--- src/rtl/hsvrgb_pkg.sv ---
`default_nettype none

package hsvrgb_pkg;

	localparam int HUE_W = 9;
	localparam int CH_W = 8;

	localparam int SECTOR_DEG = 60;
	localparam int FULL = 255;
	localparam int SECTORS = 6;

	// Largest sector index before the wrap by SECTORS
	localparam int MAX_RAW = ((2 ** HUE_W) - 1) / SECTOR_DEG;
	// f = rem * FULL / SECTOR_DEG is exactly rem * FRAC_MUL >> FRAC_SHIFT
	localparam int FRAC_SHIFT = 2;
	localparam int FRAC_MUL = (FULL * (2 ** FRAC_SHIFT)) / SECTOR_DEG;

	typedef struct packed {
		logic [HUE_W-1:0] hue;
		logic [CH_W-1:0]  saturation;
		logic [CH_W-1:0]  brightness;
	} hsv_t;

	typedef struct packed {
		logic [CH_W-1:0] red;
		logic [CH_W-1:0] green;
		logic [CH_W-1:0] blue;
	} rgb_t;

	typedef enum logic [2:0] {
		SEC_0 = 3'd0,
		SEC_1 = 3'd1,
		SEC_2 = 3'd2,
		SEC_3 = 3'd3,
		SEC_4 = 3'd4,
		SEC_5 = 3'd5
	} sector_t;

	// Load enables for the five pipeline stages
	typedef struct packed {
		logic s1;
		logic s2;
		logic s3;
		logic s4;
		logic s5;
	} stage_en_t;

	// Exact x / 255 for any product of two 8-bit values
	function automatic logic [CH_W-1:0] div255(input logic [2*CH_W-1:0] x);
		logic [2*CH_W:0] sum;
		sum = {1'b0, x} + {{(CH_W+1){1'b0}}, x[2*CH_W-1:CH_W]} + {{(2*CH_W){1'b0}}, 1'b1};
		return sum[2*CH_W-1:CH_W];
	endfunction

endpackage

`default_nettype wire

--- src/rtl/hsvrgb_core.sv ---
`default_nettype none

module hsvrgb_core (
	input  wire logic                 clk,
	input  wire hsvrgb_pkg::hsv_t      hsv,
	input  wire hsvrgb_pkg::stage_en_t en,
	output hsvrgb_pkg::rgb_t           rgb
);

	localparam int HW = hsvrgb_pkg::HUE_W;
	localparam int CW = hsvrgb_pkg::CH_W;
	localparam int RAW_W = $clog2(hsvrgb_pkg::MAX_RAW + 1);
	localparam int REM_W = $clog2(hsvrgb_pkg::SECTOR_DEG);
	localparam int FM_W = $clog2((hsvrgb_pkg::SECTOR_DEG - 1) * hsvrgb_pkg::FRAC_MUL + 1);

	typedef struct packed {
		hsvrgb_pkg::sector_t sector;
		logic [CW-1:0]       f;
		logic [CW-1:0]       sat;
		logic [CW-1:0]       val;
	} st1_t;

	typedef struct packed {
		hsvrgb_pkg::sector_t sector;
		logic [CW-1:0]       val;
		logic [2*CW-1:0]     fs;
		logic [2*CW-1:0]     nfs;
		logic [2*CW-1:0]     pv;
	} st2_t;

	typedef struct packed {
		hsvrgb_pkg::sector_t sector;
		logic [CW-1:0]       val;
		logic [CW-1:0]       p;
		logic [CW-1:0]       nq;
		logic [CW-1:0]       nt;
	} st3_t;

	typedef struct packed {
		hsvrgb_pkg::sector_t sector;
		logic [CW-1:0]       val;
		logic [CW-1:0]       p;
		logic [2*CW-1:0]     qv;
		logic [2*CW-1:0]     tv;
	} st4_t;

	st1_t d_s1;
	st2_t d_s2;
	st3_t d_s3;
	st4_t d_s4;
	hsvrgb_pkg::rgb_t rgb_s5;

	logic [RAW_W-1:0] raw;
	logic [HW-1:0]    base;
	logic [REM_W-1:0] rem;
	logic [FM_W-1:0]  frac_mul;
	logic [CW-1:0]    q;
	logic [CW-1:0]    t;
	hsvrgb_pkg::rgb_t rgb_sel;

	// Split hue into sector and position within the sector
	always_comb begin
		raw = '0;
		for (int i = 1; i <= hsvrgb_pkg::MAX_RAW; i++) begin
			if (hsv.hue >= HW'(i * hsvrgb_pkg::SECTOR_DEG)) begin
				raw = RAW_W'(i);
			end
		end
		base = HW'(raw) * HW'(hsvrgb_pkg::SECTOR_DEG);
		rem = REM_W'(hsv.hue - base);
		frac_mul = FM_W'(rem) * FM_W'(hsvrgb_pkg::FRAC_MUL);
	end

	always_ff @(posedge clk) begin
		if (en.s1) begin
			d_s1.sector <= (raw >= RAW_W'(hsvrgb_pkg::SECTORS))
				? hsvrgb_pkg::sector_t'(3'(raw - RAW_W'(hsvrgb_pkg::SECTORS)))
				: hsvrgb_pkg::sector_t'(3'(raw));
			d_s1.f <= CW'(frac_mul >> hsvrgb_pkg::FRAC_SHIFT);
			d_s1.sat <= hsv.saturation;
			d_s1.val <= hsv.brightness;
		end
	end

	// Scale fraction and complement by saturation
	always_ff @(posedge clk) begin
		if (en.s2) begin
			d_s2.sector <= d_s1.sector;
			d_s2.val <= d_s1.val;
			d_s2.fs <= d_s1.f * d_s1.sat;
			d_s2.nfs <= (CW'(hsvrgb_pkg::FULL) - d_s1.f) * d_s1.sat;
			d_s2.pv <= (CW'(hsvrgb_pkg::FULL) - d_s1.sat) * d_s1.val;
		end
	end

	// Divide by full scale, form the q and t factors
	always_ff @(posedge clk) begin
		if (en.s3) begin
			d_s3.sector <= d_s2.sector;
			d_s3.val <= d_s2.val;
			d_s3.p <= hsvrgb_pkg::div255(d_s2.pv);
			d_s3.nq <= CW'(hsvrgb_pkg::FULL) - hsvrgb_pkg::div255(d_s2.fs);
			d_s3.nt <= CW'(hsvrgb_pkg::FULL) - hsvrgb_pkg::div255(d_s2.nfs);
		end
	end

	// Scale q and t by value
	always_ff @(posedge clk) begin
		if (en.s4) begin
			d_s4.sector <= d_s3.sector;
			d_s4.val <= d_s3.val;
			d_s4.p <= d_s3.p;
			d_s4.qv <= d_s3.nq * d_s3.val;
			d_s4.tv <= d_s3.nt * d_s3.val;
		end
	end

	// Route v, p, q and t onto the channels
	always_comb begin
		q = hsvrgb_pkg::div255(d_s4.qv);
		t = hsvrgb_pkg::div255(d_s4.tv);
		unique case (d_s4.sector)
			hsvrgb_pkg::SEC_0: rgb_sel = '{red: d_s4.val, green: t, blue: d_s4.p};
			hsvrgb_pkg::SEC_1: rgb_sel = '{red: q, green: d_s4.val, blue: d_s4.p};
			hsvrgb_pkg::SEC_2: rgb_sel = '{red: d_s4.p, green: d_s4.val, blue: t};
			hsvrgb_pkg::SEC_3: rgb_sel = '{red: d_s4.p, green: q, blue: d_s4.val};
			hsvrgb_pkg::SEC_4: rgb_sel = '{red: t, green: d_s4.p, blue: d_s4.val};
			default:           rgb_sel = '{red: d_s4.val, green: d_s4.p, blue: q};
		endcase
	end

	always_ff @(posedge clk) begin
		if (en.s5) begin
			rgb_s5 <= rgb_sel;
		end
	end

	assign rgb = rgb_s5;

endmodule

`default_nettype wire

--- src/rtl/hsv_to_rgb_converter.sv ---
// HSV to RGB pixel converter, 8-bit integer arithmetic.
// Request channel hsv (hsv_valid/hsv_ready) carries hue 0..359 (values up to
// 511 wrap through the six sectors), saturation and brightness. Result
// channel rgb (rgb_valid/rgb_ready) carries red, green and blue.
// Each request yields exactly one result, in order.
// Pipeline: the result passes through the five-stage pipeline (hue split, two
// multiply stages, two divide-by-255 stages with the final channel select in
// the last one).
// Throughput: one request per cycle while rgb_ready stays high.
// Stall: each stage holds its data while the stage after it is full and
// stalled, so empty stages still fill while a result waits; hsv_ready
// drops only once all five stages are occupied and rgb_ready is low.
// Reset: arst_n clears all stage valid bits; the pipeline comes up empty
// and ready. No state is kept between pixels.
`default_nettype none

module hsv_to_rgb_converter (
	input  wire logic              clk,
	input  wire logic              arst_n,
	input  wire logic              hsv_valid,
	output logic                   hsv_ready,
	input  wire hsvrgb_pkg::hsv_t  hsv,
	output logic                   rgb_valid,
	input  wire logic              rgb_ready,
	output hsvrgb_pkg::rgb_t       rgb
);

	logic valid_s1;
	logic valid_s2;
	logic valid_s3;
	logic valid_s4;
	logic valid_s5;
	hsvrgb_pkg::stage_en_t en;

	// Advance a stage when it is empty or its successor advances
	always_comb begin
		en.s5 = !valid_s5 || rgb_ready;
		en.s4 = !valid_s4 || en.s5;
		en.s3 = !valid_s3 || en.s4;
		en.s2 = !valid_s2 || en.s3;
		en.s1 = !valid_s1 || en.s2;
	end

	assign hsv_ready = en.s1;
	assign rgb_valid = valid_s5;

	// Move valid bits along with the data
	always_ff @(posedge clk or negedge arst_n) begin
		if (!arst_n) begin
			valid_s1 <= 1'b0;
			valid_s2 <= 1'b0;
			valid_s3 <= 1'b0;
			valid_s4 <= 1'b0;
			valid_s5 <= 1'b0;
		end else begin
			if (en.s1) valid_s1 <= hsv_valid;
			if (en.s2) valid_s2 <= valid_s1;
			if (en.s3) valid_s3 <= valid_s2;
			if (en.s4) valid_s4 <= valid_s3;
			if (en.s5) valid_s5 <= valid_s4;
		end
	end

	hsvrgb_core u_core (
		.clk (clk),
		.hsv (hsv),
		.en  (en),
		.rgb (rgb)
	);

endmodule

`default_nettype wire

--- config.mk ---
export PLATFORM = sky130hd
export DESIGN_NAME = hsv_to_rgb_converter
export DESIGN_NICKNAME = d
export VERILOG_FILES = /design/src/rtl/hsvrgb_pkg.sv /design/src/rtl/hsvrgb_core.sv /design/src/rtl/hsv_to_rgb_converter.sv
export SDC_FILE = /design/constraint.sdc
export NUM_CORES = 1
export LEC_CHECK = 0
export ABC_AREA = 1
export BUFFER_PORTS_ARGS = -buffer_cell sky130_fd_sc_hd__buf_2
export CAP_MARGIN = 15
export CELL_PAD_IN_SITES_DETAIL_PLACEMENT = 1
export CELL_PAD_IN_SITES_GLOBAL_PLACEMENT = 1
export CORE_ASPECT_RATIO = 1.4
export CORE_UTILIZATION = 44
export DETAILED_ROUTE_END_ITERATION = 8
export GPL_TIMING_DRIVEN = 0
export PLACE_DENSITY = 0.86
export SETUP_SLACK_MARGIN = 0.5
export SYNTH_ARGS = -nofsm -noshare
export SYNTH_HDL_FRONTEND = slang
export SYNTH_SLANG_ARGS = --single-unit
export TNS_END_PERCENT = 30
--- constraint.sdc ---
create_clock -name clk -period 6.8 [get_ports clk]
set_clock_uncertainty 0.15 [all_clocks]
set_input_delay 1.7 -clock clk [delete_from_list [all_inputs] [get_ports clk]]
set_output_delay 1.7 -clock clk [all_outputs]
set_load 0.01 [all_outputs]
==> impl_metrics.py <==
metrics = {
    "run_status": {
        "status": "complete, no violations",
    },
    "route": {
        "drc_errors": 0,
        "firstDrtPassIters": 7,
        "vias_per_cell": 5.34,
        "drtAntennaViolNets": 0,
        "vias": 15000,
        "drt_first_iter_violations": 646,
        "wl_microns": 53700,
        "post_drt_wl_per_cell_microns": 19.1,
    },
    "timing": {
        "min_period_ps": 5950,
        "hold_violations": 0,
        "final.period_utilization_pct": 87.4,
        "setup_violations": 0,
        "max_freq_mhz": 168,
        "slew_viol_final": 0,
        "whs_ps": 269,
        "relSlewSlack_pct": 31.3,
        "worst_slew_pin_slew_ps": 1030,
        "rsz0062_at_grt": "false",
    },
    "critical_path": {
        "worst-endpoint-required_ps": 4950,
        "arrival_ps": 4100,
        "cp_slowest_stage_delay_ps": 450,
        "critical_path.slowest_cell": "clkinvlp_4",
        "path_max_fanout": 29,
        "path_cells": "buf_2 -> nor2_1 -> clkinvlp_4 -> nor2_4 -> clkinvlp_4 -> nor2_4 -> clkinvlp_4 -> nor2_4 -> nand2_4 -> buf_2",
        "worst_setup_path_start_kind": "input port",
        "critPathCaptureType": "primary output",
        "worstSetupPathType": "in -> out",
    },
    "global_routing": {
        "overflow": 0,
        "grt_use_total_pct": 24.5,
        "grt_antenna_before_repair": 0,
        "grt_max_degree": 49,
        "grt_pass1_vias": 17400,
        "grt_pass1_wl_microns": 87400,
    },
    "clocking": {
        "clk_root_buffer_cell": "clkbuf_16",
        "worstSkewPairLatency_ps": 550,
        "cts_buffers": 24,
        "cts_sinks": 201,
        "holdBufCountCts": 0,
        "cts_buffer_depth": 3,
        "cts_htree_levels": 1,
        "path_clk_slew_ps": 60,
        "cts_tree": "done",
    },
    "yosys": {
        "synth_cell_type_count": 48,
        "async_reset_ff_share_pct": 2.49,
        "synthCells": 2159,
        "netlist_area_sq_mm": 0.0195,
        "yosys_warnings": 0,
        "syn_nets": 2595,
        "synth_top_flop_cell": "edfxtp_1",
        "synth_seq_cells": 201,
        "avgSynthCellArea_sq_um": 9.01,
        "yosysSeqAreaShare_pct": 30.9,
        "synth-edff-count": 196,
    },
    "floorplanning": {
        "die-area_sq_mm": 0.0451,
        "die_x_microns": 180,
        "initial_utilization_pct": 44.9,
        "die_y_microns": 251,
        "io_pins": 55,
        "num_rows": 90,
        "design.core.area_sq_mm": 0.0434,
    },
    "finish": {
        "final_layout_size_suffix_gt1_share_pct": 6.93,
        "fin_util_pct": 49.0,
        "diodes": 0,
        "nNetsFinal": 2682,
        "layout-area-overhead-vs-synth_pct": 9.15,
    },
    "placed_design": {
        "place_congestion": 0.923,
        "dp_hpwl_microns": 43100,
        "io_buffers": 54,
    },
    "worst_hold_path": {
        "hold_path_class": "reg -> reg",
    },
    "job": {
        "maxCapViolCount": 0,
    },
}
Yosys cell counts (5+ instances only):
master,number,share of area [%]
inv_1,479,9.2
nand2_1,452,8.7
ha_1,225,14
edfxtp_1,196,30
fa_1,182,19
nor2_1,125,2.4
a21oi_1,89,2.3
nand3_1,83,2.1
clkbuf_1,57,1.1
xor2_1,53,2.4
xnor2_1,26,1.2
o21ai_0,24,0.62
nand4_1,22,0.71
o21ai_1,18,0.46
nand2_2,13,0.42
a22oi_1,12,0.46
inv_2,10,0.19
nor3_1,8,0.21
o2111ai_1,7,0.32
a21o_1,6,0.23
o21a_1,6,0.23
o21bai_1,6,0.23
a21oi_2,5,0.23
dfrtp_1,5,0.64
worst max-delay path, delay by kind of cell:
family        cells  cell delay, ps
simple gates      5            1250
buf+inv           5            1100
cells in the final DEF (no fill, tap or decap), types with 8 or more instances in the layout:
cell / instances
inv_1: 475
nand2_1: 451
ha_1: 225
edfxtp_1: 196
fa_1: 182
nor2_1: 122
a21oi_1: 89
nand3_1: 83
clkbuf_1: 63
buf_2: 55
xor2_1: 53
xnor2_1: 26
o21ai_0: 24
clkbuf_16: 24
nand4_1: 22
o21ai_1: 18
nand2_2: 13
a22oi_1: 12
inv_2: 11
nor3_1: 8
metrics by stage:
step	TNS, ps	std cells	setup slack [ps]	instance area (sq um)
after floorplan	0	2159	527	19500
after global placement	-451	2765	-451	20400
after detailed placement	-729	2766	-729	20500
after CTS	0	2816	834	21200
after global routing	0	2816	682	21200
final	0	2816	854	21200
area by class of cell:
class	count	area (sq um)
clock buffers	30	623
inverters	492	1860
flip-flops and latches	201	6010
fillers	5045	22100
clock inverters	14	98.8
repair inverters	4	20.0
plain buffers	58	219
repair buffers	57	305
multi-input cells	1408	11400
well taps	552	691
state kept, by name, summed over array words and instances, names as in the netlist:
signal       flops
u_core.d_s2     59
u_core.d_s4     51
u_core.d_s3     35
u_core.d_s1     27
u_core.rgb      24
rgb_valid        1
valid_s1         1
valid_s2         1
valid_s3         1
valid_s4         1
kinds of logic (layout without fill, tap and decap cells):
family                     after synthesis  in the layout  synth area share (%)
DFF                                    201            201                  30.9
buffers and inverters                  550            655                  10.6
xor gates and xnor gates                79             79                  3.56
AOI/OAI and AO/OA                      195            195                  6.03
adders and majority gates              407            407                  33.2
and+or+nand+nor                        727            727                  15.7
per-layer routing:
layer	up-vias	share of wire, %	routed length (microns)	track usage (%)
met5	-	0	0	0
met4	0	6.9	3710	15.9
met3	196	2.9	1580	2.33
met2	385	56	30000	48.8
met1	7501	34	18500	23.8
li1	6965	-	-	-
final timing paths:
kind / start / endpoint / slack (ps) / cells past startpoint
worst max-delay path: rgb_ready / hsv_ready / 850 / 10
worst min-delay path: u_core.d_s3[32] / u_core.d_s4[48] / 270 / 0
worst max register to register: u_core.d_s3[28] / u_core.d_s4[29] / 1320 / 17
worst min register to register: u_core.d_s3[32] / u_core.d_s4[48] / 270 / 0
max in group asynchronous: arst_n / rgb_valid / 5560 / 1
min in group asynchronous: arst_n / valid_s2 / 800 / 1
what timing repair did:
| action | 4_1_cts | 5_1_grt |
|---|---|---|
| setup buffers | 2 | 0 |
| resized for setup | 3 | 0 |
| setup endpoints to repair | 1 | 0 |
| hold endpoints to repair | 0 | 0 |
Power is not shown: default switching activity piles up to over one toggle a cycle in this logic, so the estimate is an artifact.
